### src/rtl/core/svp_pkg.sv
// shared types and constants of the servo bus position poller
package svp_pkg;

	localparam int SLOT_MAX  = 4;
	localparam int REPLY_LEN = 3;
	localparam int POS_W     = 14;
	localparam int ID_W      = 5;
	localparam int TDATA_W   = 32;

	localparam logic [POS_W-1:0] RELEASE_POS = 14'd7500;

	localparam logic [1:0] OP_SET_TARGET = 2'd0;
	localparam logic [1:0] OP_RELEASE    = 2'd1;
	localparam logic [1:0] OP_POLL       = 2'd2;
	localparam logic [1:0] OP_RX_BYTE    = 2'd3;

	localparam logic [1:0] KIND_TX     = 2'd0;
	localparam logic [1:0] KIND_REPORT = 2'd1;
	localparam logic [1:0] KIND_ERROR  = 2'd2;

	localparam logic [2:0] CFG_SLOT_COUNT = 3'd0;
	localparam logic [2:0] CFG_SLOT0_ID   = 3'd1;
	localparam logic [2:0] CFG_SLOT1_ID   = 3'd2;
	localparam logic [2:0] CFG_SLOT2_ID   = 3'd3;
	localparam logic [2:0] CFG_SLOT3_ID   = 3'd4;
	localparam logic [2:0] CFG_POS_MIN    = 3'd5;
	localparam logic [2:0] CFG_POS_MAX    = 3'd6;

	localparam logic [2:0] STEP_ERR      = 3'd0;
	localparam logic [2:0] STEP_HDR      = 3'd1;
	localparam logic [2:0] STEP_HI       = 3'd2;
	localparam logic [2:0] STEP_LO       = 3'd3;
	localparam logic [2:0] STEP_REP_LAST = 3'd7;

	typedef enum logic [1:0] {
		ST_IDLE,
		ST_EXEC,
		ST_CHK_HI,
		ST_EMIT
	} state_t;

	typedef struct packed {
		logic             tgt_we;
		logic [ID_W-1:0]  tgt_id;
		logic [POS_W-1:0] tgt_val;
		logic             act;
		logic             pos_we;
		logic [ID_W-1:0]  pos_id;
		logic [POS_W-1:0] pos_val;
	} tbl_wr_t;

endpackage

### src/rtl/core/svp_tables.sv
// target, active flag and position tables of the servo bus position poller
module svp_tables #(
	parameter int ID_COUNT = 32
) (
	input  logic                       clk,
	input  logic                       arst_n,
	input  svp_pkg::tbl_wr_t           wr,
	input  logic [svp_pkg::ID_W-1:0]   tgt_rd_id,
	output logic [svp_pkg::POS_W-1:0]  tgt_rd,
	input  logic [2:0]                 rep_idx,
	output logic [svp_pkg::POS_W-1:0]  rep_pos
);

	localparam int IDW = $clog2(ID_COUNT);

	logic [svp_pkg::POS_W-1:0] tgt_q [ID_COUNT];
	logic [svp_pkg::POS_W-1:0] pos_q [ID_COUNT];
	logic [ID_COUNT-1:0]       act_q;
	logic [svp_pkg::ID_W-1:0]  rep_id5;

	always_ff @(posedge clk or negedge arst_n) begin
		if (!arst_n) begin
			for (int i = 0; i < ID_COUNT; i++) begin
				tgt_q[i] <= '0;
				pos_q[i] <= '0;
			end
			act_q <= '0;
		end else begin
			if (wr.tgt_we && (int'(wr.tgt_id) < ID_COUNT)) begin
				tgt_q[wr.tgt_id[IDW-1:0]] <= wr.tgt_val;
				act_q[wr.tgt_id[IDW-1:0]] <= wr.act;
			end
			if (wr.pos_we && (int'(wr.pos_id) < ID_COUNT)) begin
				pos_q[wr.pos_id[IDW-1:0]] <= wr.pos_val;
			end
		end
	end

	assign rep_id5 = {2'b00, rep_idx};

	always_comb begin
		tgt_rd = '0;
		if ((int'(tgt_rd_id) < ID_COUNT) && act_q[tgt_rd_id[IDW-1:0]]) begin
			tgt_rd = tgt_q[tgt_rd_id[IDW-1:0]];
		end
		rep_pos = '0;
		if (int'(rep_id5) < ID_COUNT) begin
			rep_pos = pos_q[rep_id5[IDW-1:0]];
		end
	end

endmodule

### src/rtl/core/servo_bus_position_poller_core.sv
// servo bus position poller: set-target, release, receive and poll sequencer
// set-target: low limit checked in EXEC, high limit checked and target written in CHK_HI; release and rx byte in EXEC
// poll tick: one result a cycle, 3 to 8 results, held by output stalls
// one item at a time; the shared limit comparator and the result step counter set the rate
// reset: asynchronous, clears tables, reply state and slot index, loads register defaults
module servo_bus_position_poller_core #(
	parameter int ID_COUNT = 32
) (
	input  logic                          clk,
	input  logic                          arst_n,
	input  logic                          s_tvalid,
	output logic                          s_tready,
	input  logic [svp_pkg::TDATA_W-1:0]   s_tdata,   // servo address, target_value, rx_byte
	input  logic [1:0]                    s_tuser,   // op
	output logic                          m_tvalid,
	input  logic                          m_tready,
	output logic [svp_pkg::TDATA_W-1:0]   m_tdata,   // tx_byte, report_id, report_position
	output logic [1:0]                    m_tuser,   // kind
	output logic                          m_tlast,
	input  logic                          cfg_we,
	input  logic [2:0]                    cfg_index,
	input  logic [svp_pkg::POS_W-1:0]     cfg_wdata
);

	localparam int SLOT_LIM = (svp_pkg::SLOT_MAX < 4) ? svp_pkg::SLOT_MAX : 4;
	localparam logic [2:0] LIM = 3'(SLOT_LIM);
	localparam logic [1:0] REPLY_FULL = 2'(svp_pkg::REPLY_LEN);

	svp_pkg::state_t state_q, state_d;

	logic [2:0]                slot_count_q;
	logic [svp_pkg::ID_W-1:0]  slot_id_q [4];
	logic [svp_pkg::POS_W-1:0] pos_min_q, pos_max_q;

	logic [1:0]                op_q;
	logic [svp_pkg::ID_W-1:0]  sid_q;
	logic [svp_pkg::POS_W-1:0] tv_q;
	logic [7:0]                rx_q;

	logic [1:0]                slot_index_q;
	logic                      awaiting_q;
	logic [1:0]                reply_count_q;
	logic [7:0]                reply_q [svp_pkg::REPLY_LEN];

	logic                      lo_ok_q;
	logic                      err_q;
	logic [1:0]                slot_q;
	logic [svp_pkg::ID_W-1:0]  id_q;
	logic [2:0]                step_q;

	logic                      m_tvalid_q, m_tlast_q;
	logic [1:0]                m_tuser_q;
	logic [svp_pkg::TDATA_W-1:0] m_tdata_q;

	logic                      accept;
	logic [svp_pkg::POS_W-1:0] cmp_a, cmp_b;
	logic                      cmp_le;
	logic [2:0]                eff_cnt;
	logic [1:0]                slot_sel;
	logic [1:0]                slot_next;
	logic                      reply_done;
	logic                      emit_go, emit_last;
	logic [1:0]                emit_kind;
	logic [7:0]                emit_tx;
	logic [svp_pkg::ID_W-1:0]  emit_rid;
	logic [svp_pkg::POS_W-1:0] emit_pos;
	logic [2:0]                rep_idx;
	logic [svp_pkg::POS_W-1:0] tgt_rd, rep_pos;
	svp_pkg::tbl_wr_t          wr;

	assign accept   = s_tvalid && s_tready;
	assign s_tready = (state_q == svp_pkg::ST_IDLE);

	assign m_tvalid = m_tvalid_q;
	assign m_tdata  = m_tdata_q;
	assign m_tuser  = m_tuser_q;
	assign m_tlast  = m_tlast_q;

	// shared limit comparator
	assign cmp_a  = (state_q == svp_pkg::ST_CHK_HI) ? tv_q : pos_min_q;
	assign cmp_b  = (state_q == svp_pkg::ST_CHK_HI) ? pos_max_q : tv_q;
	assign cmp_le = (cmp_a <= cmp_b);

	always_comb begin
		eff_cnt = slot_count_q;
		if (eff_cnt == 3'd0) eff_cnt = 3'd1;
		if (eff_cnt > LIM)   eff_cnt = LIM;
	end

	assign slot_sel   = ({1'b0, slot_index_q} < eff_cnt) ? slot_index_q : 2'd0;
	assign slot_next  = ({1'b0, slot_sel} + 3'd1 == eff_cnt) ? 2'd0 : slot_sel + 2'd1;
	assign reply_done = (reply_count_q >= REPLY_FULL);

	assign rep_idx   = step_q - svp_pkg::STEP_LO;
	assign emit_go   = (state_q == svp_pkg::ST_EMIT) && (!m_tvalid_q || m_tready);
	assign emit_last = ((step_q == svp_pkg::STEP_LO) && (slot_q != 2'd0)) ||
	                   (step_q == svp_pkg::STEP_REP_LAST);

	svp_tables #(.ID_COUNT(ID_COUNT)) u_tables (
		.clk       (clk),
		.arst_n    (arst_n),
		.wr        (wr),
		.tgt_rd_id (id_q),
		.tgt_rd    (tgt_rd),
		.rep_idx   (rep_idx),
		.rep_pos   (rep_pos)
	);

	always_comb begin
		state_d = state_q;
		case (state_q)
			svp_pkg::ST_IDLE: begin
				if (accept) state_d = svp_pkg::ST_EXEC;
			end
			svp_pkg::ST_EXEC: begin
				case (op_q)
					svp_pkg::OP_SET_TARGET: state_d = svp_pkg::ST_CHK_HI;
					svp_pkg::OP_POLL:       state_d = svp_pkg::ST_EMIT;
					default:                state_d = svp_pkg::ST_IDLE;
				endcase
			end
			svp_pkg::ST_CHK_HI: state_d = svp_pkg::ST_IDLE;
			svp_pkg::ST_EMIT: begin
				if (emit_go && emit_last) state_d = svp_pkg::ST_IDLE;
			end
			default: state_d = svp_pkg::ST_IDLE;
		endcase
	end

	always_comb begin
		wr         = '0;
		wr.tgt_id  = sid_q;
		wr.pos_id  = reply_q[0][svp_pkg::ID_W-1:0];
		wr.pos_val = {reply_q[1][6:0], reply_q[2][6:0]};
		case (state_q)
			svp_pkg::ST_EXEC: begin
				if (op_q == svp_pkg::OP_RELEASE) begin
					wr.tgt_we  = 1'b1;
					wr.tgt_val = svp_pkg::RELEASE_POS;
					wr.act     = 1'b0;
				end
				if (op_q == svp_pkg::OP_POLL) begin
					wr.pos_we = awaiting_q && reply_done;
				end
			end
			svp_pkg::ST_CHK_HI: begin
				wr.tgt_we  = lo_ok_q && cmp_le;
				wr.tgt_val = tv_q;
				wr.act     = 1'b1;
			end
			default: begin
			end
		endcase
	end

	always_comb begin
		emit_kind = svp_pkg::KIND_TX;
		emit_tx   = '0;
		emit_rid  = '0;
		emit_pos  = '0;
		case (step_q)
			svp_pkg::STEP_ERR: emit_kind = svp_pkg::KIND_ERROR;
			svp_pkg::STEP_HDR: emit_tx   = {3'b100, id_q};
			svp_pkg::STEP_HI:  emit_tx   = {1'b0, tgt_rd[13:7]};
			svp_pkg::STEP_LO:  emit_tx   = {1'b0, tgt_rd[6:0]};
			default: begin
				emit_kind = svp_pkg::KIND_REPORT;
				emit_rid  = {2'b00, rep_idx};
				emit_pos  = rep_pos;
			end
		endcase
	end

	always_ff @(posedge clk or negedge arst_n) begin
		if (!arst_n) begin
			state_q       <= svp_pkg::ST_IDLE;
			slot_count_q  <= 3'd4;
			slot_id_q[0]  <= 5'd1;
			slot_id_q[1]  <= 5'd2;
			slot_id_q[2]  <= 5'd3;
			slot_id_q[3]  <= 5'd4;
			pos_min_q     <= 14'd3500;
			pos_max_q     <= 14'd11500;
			op_q          <= svp_pkg::OP_SET_TARGET;
			slot_index_q  <= '0;
			awaiting_q    <= 1'b0;
			reply_count_q <= '0;
			lo_ok_q       <= 1'b0;
			err_q         <= 1'b0;
			slot_q        <= '0;
			step_q        <= '0;
			m_tvalid_q    <= 1'b0;
		end else begin
			state_q <= state_d;
			if (cfg_we) begin
				case (cfg_index)
					svp_pkg::CFG_SLOT_COUNT: slot_count_q <= cfg_wdata[2:0];
					svp_pkg::CFG_SLOT0_ID:   slot_id_q[0] <= cfg_wdata[4:0];
					svp_pkg::CFG_SLOT1_ID:   slot_id_q[1] <= cfg_wdata[4:0];
					svp_pkg::CFG_SLOT2_ID:   slot_id_q[2] <= cfg_wdata[4:0];
					svp_pkg::CFG_SLOT3_ID:   slot_id_q[3] <= cfg_wdata[4:0];
					svp_pkg::CFG_POS_MIN:    pos_min_q    <= cfg_wdata;
					svp_pkg::CFG_POS_MAX:    pos_max_q    <= cfg_wdata;
					default: begin
					end
				endcase
			end
			if (accept) op_q <= s_tuser;
			if (state_q == svp_pkg::ST_EXEC) begin
				case (op_q)
					svp_pkg::OP_SET_TARGET: lo_ok_q <= cmp_le;
					svp_pkg::OP_RX_BYTE: begin
						if (awaiting_q && !reply_done) reply_count_q <= reply_count_q + 2'd1;
					end
					svp_pkg::OP_POLL: begin
						err_q         <= awaiting_q && !reply_done;
						step_q        <= (awaiting_q && !reply_done) ? svp_pkg::STEP_ERR
						                                             : svp_pkg::STEP_HDR;
						slot_q        <= slot_sel;
						slot_index_q  <= slot_next;
						awaiting_q    <= 1'b1;
						reply_count_q <= '0;
					end
					default: begin
					end
				endcase
			end
			if (emit_go) begin
				step_q <= step_q + 3'd1;
			end
			if (emit_go) begin
				m_tvalid_q <= 1'b1;
			end else if (m_tready) begin
				m_tvalid_q <= 1'b0;
			end
		end
	end

	// payload registers
	always_ff @(posedge clk) begin
		if (accept) begin
			sid_q <= s_tdata[4:0];
			tv_q  <= s_tdata[18:5];
			rx_q  <= s_tdata[26:19];
		end
		if (state_q == svp_pkg::ST_EXEC) begin
			if ((op_q == svp_pkg::OP_RX_BYTE) && awaiting_q && !reply_done) begin
				reply_q[reply_count_q] <= rx_q;
			end
			if (op_q == svp_pkg::OP_POLL) begin
				id_q <= slot_id_q[slot_sel];
				for (int i = 0; i < svp_pkg::REPLY_LEN; i++) reply_q[i] <= '0;
			end
		end
		if (emit_go) begin
			m_tuser_q <= emit_kind;
			m_tlast_q <= emit_last;
			m_tdata_q <= {5'b00000, emit_pos, emit_rid, emit_tx};
		end
	end

`ifndef ASSERT_OFF
	a_count_idle: assert property (@(posedge clk) disable iff (!arst_n)
		!awaiting_q |-> (reply_count_q == 2'd0))
		else $error("reply bytes counted outside a reply window");

	a_last_ends: assert property (@(posedge clk) disable iff (!arst_n)
		(emit_go && emit_last) |=> (state_q == svp_pkg::ST_IDLE) && m_tvalid && m_tlast)
		else $error("final result did not close the item");

	a_no_reports: assert property (@(posedge clk) disable iff (!arst_n)
		((state_q == svp_pkg::ST_EMIT) && (slot_q != 2'd0)) |-> (step_q <= svp_pkg::STEP_LO))
		else $error("position report outside slot zero");

	a_slot_range: assert property (@(posedge clk) disable iff (!arst_n)
		(state_q == svp_pkg::ST_EMIT) |-> ({1'b0, slot_index_q} < eff_cnt))
		else $error("slot index beyond slot count");

	a_err_step: assert property (@(posedge clk) disable iff (!arst_n)
		((state_q == svp_pkg::ST_EMIT) && !err_q) |-> (step_q != svp_pkg::STEP_ERR))
		else $error("receive error emitted without a missing reply");
`endif

endmodule

### config.mk
export PLATFORM = sky130hd
export DESIGN_NAME = servo_bus_position_poller_core
export DESIGN_NICKNAME = d
export VERILOG_FILES = /design/src/rtl/core/svp_pkg.sv /design/src/rtl/core/svp_tables.sv /design/src/rtl/core/servo_bus_position_poller_core.sv
export SDC_FILE = /design/constraint.sdc
export NUM_CORES = 1
export LEC_CHECK = 0
export ABC_CLOCK_PERIOD_IN_PS = 3580
export BUFFER_PORTS_ARGS = -buffer_cell sky130_fd_sc_hd__buf_2
export CAP_MARGIN = 20
export CORE_MARGIN = 2
export CORE_UTILIZATION = 45
export CTS_CLUSTER_SIZE = 24
export DETAILED_ROUTE_END_ITERATION = 8
export HOLD_SLACK_MARGIN = 0.1
export SYNTH_ARGS = -nofsm -noshare
export SYNTH_HDL_FRONTEND = slang
export SYNTH_SLANG_ARGS = --single-unit
### constraint.sdc
create_clock -name clk -period 3.58 [get_ports clk]
set_input_delay 0.716 -clock clk [delete_from_list [all_inputs] [get_ports clk]]
set_output_delay 0.716 -clock clk [all_outputs]
set_load 0.01 [all_outputs]
* Yosys cells after proc, flatten, opt, wreduce, memory -nomap -nowiden
Memory sizes are Yosys's and may differ from the RTL's. Index checks and enable logic that the tools add are counted.
Storage, ports and cells: flip-flop bits (word level) 1057, memory bits (writable) 24, input port bits 56, memories 1
Memories:
- reply_q | words 3, bits a word 8, read ports 3, clocked after Yosys merged registers in 0, write ports 3, RTL line servo_bus_position_poller_core.sv:43 | logic [7:0] reply_q [svp_pkg::REPLY_LEN];
Cells by class: add/sub/neg operators 5, order comparisons 14, equality and inequality tests 20, muxes and demuxes 56, bitwise operators 5, reductions and logical operators 41
Operators by type and width (count):
- bitwise mux 448 bit | 2
- binary-select mux 14 bit (select 5 bit) | 2
- demux 14 bit (select 5 bit) | 2
- 2-to-1 mux 14 bit | 10
- bitwise mux 32 bit | 1
- case mux 15 bit (2 select lines) | 1
- >= comparator 6 bit, second input constant | 4
- case mux 8 bit (3 select lines) | 1
- AND reduction 2 bit | 11
- NOT 5 -> 6 bit | 3
- 2-to-1 mux 1 bit | 15
- 2-to-1 mux 3 bit | 5
- <= comparator 14 bit | 1
- equality test 3 x 2 -> 1 bit, second input constant | 4
- equality test 3 bit, second input constant | 4
- logical AND 1 bit | 12
- < comparator 5 x 6 -> 1 bit, second input constant | 2
- < comparator 6 x 1 -> 1 bit, second input constant | 2
- 2-to-1 mux 2 bit | 6
- case mux 2 bit (2 select lines) | 3
- binary-select mux 5 bit (select 2 bit) | 1
- 2-to-1 mux 5 bit | 2
- nonzero test 2 bit | 5
- logical NOT 3 bit | 3
- other kinds (29) | 39

* Depth between registers and ports, before layout
depth after elaboration 10, depth in mapped cells 16, gate-level depth less buffers 11

* Cells and area by module
A second synthesis with hierarchy kept.
Second synthesis, totals: cells, all modules 2281, area total of the unflattened synthesis 33921.3 µm²
Modules (own cells, without submodules):
- svp_tables | times used 1, cells an instance 1776, area an instance 27227.4 µm², seq. area each 14814.2 µm²
- servo_bus_position_poller_core | times used 1, cells an instance 505, area an instance 6693.9 µm², seq. area each 3854.9 µm²

* Least setup slack after synthesis
Ideal clock, no wire load.
kind reg-to-reg, start point reg state_q[0], end point reg u_tables.tgt_q[148] (netlist bit), library setup time 0.133 ns, data arrival time 3.584 ns, required time 3.447 ns, slack -0.137 ns, cell stages (with the launch flop) 16, path buffers 4, clock period less this slack 3.717 ns, cells stage by stage dfrtp_1 -> inv_1 -> ha_1 -> buf_1 -> clkbuf_1 -> mux2i_1 -> ha_1 -> nand4_1 -> nor4_1 -> a21o_1 -> nor2b_1 -> a21oi_2 -> buf_2 -> nor2_1 -> buf_2 -> a21oi_1
On the way: longest elaborated chain between the ends 5, elaborated cells between the ends (all ways) 9, classes of those cells order compare: 1; eq/ne: 2; mux: 5; reduce/logical: 1
Ends and longest elaborated chain:
- start, declared | RTL line servo_bus_position_poller_core.sv:29 | svp_pkg::state_t state_q, state_d;
- start signal, assigned | RTL line servo_bus_position_poller_core.sv:176 | state_q <= svp_pkg::ST_IDLE;
- start signal, assigned | RTL line servo_bus_position_poller_core.sv:194 | state_q <= state_d;
- equality test 2 bit | RTL line servo_bus_position_poller_core.sv:80, servo_bus_position_poller_core.sv:81, servo_bus_position_poller_core.sv:135
- 2-to-1 mux 14 bit, on equally long branches | RTL line servo_bus_position_poller_core.sv:80, servo_bus_position_poller_core.sv:81
- <= comparator 14 bit | RTL line servo_bus_position_poller_core.sv:82 | assign cmp_le = (cmp_a <= cmp_b);
- logical AND 1 bit | RTL line servo_bus_position_poller_core.sv:147 | wr.tgt_we = lo_ok_q && cmp_le;
- case mux 1 bit (2 select lines) | RTL line servo_bus_position_poller_core.sv:135 | case (state_q)
- end signal, assigned by index | RTL line svp_tables.sv:30 | tgt_q[wr.tgt_id[IDW-1:0]] <= wr.tgt_val;
- end, declared | RTL line svp_tables.sv:16 | logic [svp_pkg::POS_W-1:0] tgt_q [ID_COUNT];
Parallel ways exist; a longest one is shown, timed or not. A chain may end at the register's enable or synchronous reset.

==> run_results.csv <==
group,metric,value,unit
status,outcome,"finished, final reports clean",
sta,clock_skew,0.0150,ns
sta,slew_viol_final,0,
global_route,first_global_vias,24176,
sta,max_freq,0.290,GHz
logic_synthesis,synth-seq-area-share,56.2,%
setup_path,reg2regPathDepth,13,
global_route,grt_max_degree,87,
cts,h-tree-depth,3,
finish,drive_gt1_share,26.6,%
floorplan,core,73000,um2
logic_synthesis,synth_edf_count,59,
sta,period_share,96.5,%
sta,fin_ws,0.126,ns
global_route,grt_pass1_wl,143000,um
global_route,antenna_found_initial,1,
placed_design,place_congestion,0.834,
detailed_routing,drt_iter0_markers,2490,
finish,postLayoutCoreUtil,52.3,%
floorplan,design.portCount,93,
finish,syn2layout_area_growth,14.9,%
detailed_routing,vias,23661,
setup_path,startpoint,"state_q[0]$_DFFE_PN0P_",
global_route,grt.total_usage,24.5,%
power,ir_drop,0.000366,V
setup_path,r2r-start,"state_q[0]$_DFFE_PN0P_",
sta,min_period,3.45,ns
floorplan,start_util,45.5,%
cts,cts.sinks,737,
setup_path,arrival,3.96,ns
detailed_routing,ant_nets,0,
placed_design,portBuffers,79,
logic_synthesis,async_flop_share,89.4,%
sta,report.final.setup_viol,0,
cts,cts_buffers,79,
logic_synthesis,synth_cell_type_count,55,
logic_synthesis,yosysTopAreaCellShare,48.1,%
logic_synthesis,syn_inst,2749,
cts,cts_tree,"yes",
logic_synthesis,synth-warning-count,0,
setup_path,startpoint_type,"register",
placed_design,pre_cts_ws,-0.108,ns
logic_synthesis,ys.flop_type,"dfrtp_1",
floorplan,row_count,99,
setup_path,worst_r2r_endpoint,"u_tables.act_q[8]$_DFFE_PN0P_",
global_route,grt-ovfl-total,0,
cts,clk-insertion-delay-late,0.63,ns
sta,hold_violations,0,
floorplan,dieArea,76000,um2
detailed_routing,wirelength,91600,um
logic_synthesis,yosys.area.top_type,"dfrtp_1",
setup_path,critical_path_class,"register to register",
floorplan,fp.dieW,276,um
setup_path,path_max_fanout,24,
run,cap_violations,0,
cts,path_clk_slew,0.06,ns
finish,nets,2910,
setup_path,worst_setup_path_end_kind,"register",
logic_synthesis,yosys.cell_count.top_type,"dfrtp_1",
detailed_routing,avgRoutedWirePerCell,23.8,um
power,powerDensity,658,nW/um2
logic_synthesis,avgSynthCellArea,12.1,um2
detailed_routing,drc,0,
floorplan,fp.dieH,276,um
cts,cts_root_buffer,"clkbuf_16",
logic_synthesis,synthTopCellsByCount,"638 x dfrtp_1, 459 x o21ai_0, 447 x a21oi_1, 180 x mux2_2, 167 x clkbuf_1",
setup_path,required,4.08,ns
setup_path,rrSetupSlack,0.13,ns
power,leakage,16.5,nW
setup_path,crit_end,"u_tables.act_q[8]$_DFFE_PN0P_",
detailed_routing,viasPerCell,6.15,
min_path,hp-class,"input pin to asynchronous set/reset pin",
detailed_routing,dr.pass1.iters,8,
logic_synthesis,synthTopCellsByArea,"dfrtp_1 48%, mux4_2 11%, o21ai_0 6.9%",
sta,slew_headroom,33.0,%
finish,n_fill_cell,6105,
cts,clock_path_buffers,3,
sta,tightest_slew,1.00,ns
logic_synthesis,synth_area,33200,um2
sta,grt_setup_unrepaired,"yes",
placed_design,dp.final_hpwl,58900,um
logic_synthesis,synth-seq-cells,737,
-- through the flow --
| stage | instances | hold slack [ns] | TNS (ns) | power (mW) | instance area (um2) |
|---|---|---|---|---|---|
| 6_report | 3848 | 0.0824 | 0 | 25.1 | 38200 |
| 3_5_place_dp | 3697 | 0.453 | -7.78 | 16.7 | 35300 |
| 4_1_cts | 3843 | 0.127 | 0 | 25.2 | 38100 |
| 2_1_floorplan | 2755 | 0.420 | 0 | 14.2 | 33200 |
| 3_3_place_gp | 3697 | 0.447 | -1.33 | 16.5 | 35300 |
| 5_1_grt | 3847 | 0.148 | -0.694 | 26.3 | 38200 |
-- cells in the final DEF (no fill, tap or decap), types with 17 or more instances in the layout --
| cell | count |
|---|---|
| edfxtp_1 | 59 |
| a2bb2oi_1 | 28 |
| nor2_2 | 17 |
| dfrtp_1 | 637 |
| mux4_2 | 164 |
| nand2_2 | 22 |
| o2bb2ai_1 | 32 |
| nand3_1 | 30 |
| a21oi_1 | 447 |
| buf_2 | 78 |
| dfxtp_1 | 19 |
| clkbuf_16 | 81 |
| nand2_1 | 132 |
| o21ai_0 | 452 |
| buf_12 | 24 |
| nor2b_1 | 18 |
| ha_1 | 30 |
| nor2_1 | 46 |
| buf_4 | 120 |
| mux2_2 | 180 |
| mux2i_1 | 34 |
| dfstp_2 | 21 |
| clkbuf_1 | 26 |
-- cell families (layout without fill, tap and decap cells) --
family | Yosys count | after routing | share of synthesized area [%]
adders and majority gates | 31 | 31 | 1.17
and+or+nand+nor | 319 | 319 | 4.40
buffers and inverters | 254 | 387 | 3.19
DFF | 737 | 737 | 56.2
other | 1 | 8 | 0.0113
xor gates and xnor gates | 1 | 1 | 0.0264
AOI/OAI and AO/OA | 1023 | 1023 | 16.6
muxes | 383 | 383 | 18.4
-- power breakdown --
part	total, mW	switching (mW)	internal, mW
combinational	6.11	3.66	2.45
clock	8.52	3.44	5.08
sequential	10.5	0.885	9.60
-- how the worst min path moves through the flow --
stage / cells past startpoint / start / slack, ns / end
global route: 1 / arst_n / 0.15 / u_tables.tgt_q[28]$_DFFE_PN0P_
global placement: 2 / reply_q[0][4]$_SDFFE_PP0P_ / 0.45 / reply_q[0][4]$_SDFFE_PP0P_
floorplan: 0 / arst_n / 0.42 / awaiting_q$_DFFE_PN0P_
detailed placement: 2 / reply_q[0][4]$_SDFFE_PP0P_ / 0.45 / reply_q[0][4]$_SDFFE_PP0P_
CTS: 1 / arst_n / 0.13 / u_tables.act_q[22]$_DFFE_PN0P_
finish: 1 / arst_n / 0.08 / u_tables.tgt_q[42]$_DFFE_PN0P_
-- sequential cells by signal, indices dropped and copies added, names as in the netlist, 5 cells and up --
name,cells
sid_q,5
pos_min_q,14
pos_max_q,14
id_q,5
slot_id_q,20
tv_q,14
u_tables.tgt_q,448
m_tdata,25
rx_q,7
u_tables.act_q,32
u_tables.pos_q,112
reply_q,19
-- layer usage --
| layer | global-route usage [%] | routed length, um | vias up |
|---|---|---|---|
| li1 | - | - | 10344 |
| met1 | 34.1 | 38700 | 12223 |
| met2 | 39.0 | 43700 | 931 |
| met3 | 3.69 | 6120 | 163 |
| met4 | 9.50 | 3000 | 0 |
| met5 | 0 | 0 | - |
-- layout make-up --
cell class                 instances  area (um2)  share of cell area (%)
sequential                       737       18700                    48.9
clock buffer                     121        2320                    6.07
timing repair buffer             225        1830                    4.78
inverter                          16        60.1                   0.157
multi-input combinational       1764       13700                    35.9
antenna                            1        2.50                 0.00656
tap                              959        1200                    3.14
clock inverter                    25         393                    1.03
-- critical path, cell delays in order (launching register included) --
cell       delay, ns
dfrtp_1         0.40
inv_1           0.13
ha_4            0.20
buf_12          0.18
mux2_2          0.35
ha_1            0.31
nand4_1         0.19
nor4_4          0.31
a21o_1          0.17
nor2b_2         0.22
a21o_4          0.16
buf_12          0.18
nand2_1         0.25
o2bb2ai_1       0.23
-- repair_timing --
action	in CTS	in global routing
pin swaps	0	4
resized for setup	7	32
hold buffers	0	0
endpoints found under the setup margin	307	383
buffers inserted	0	4
Note: power is estimated with default switching activity, not from simulation.
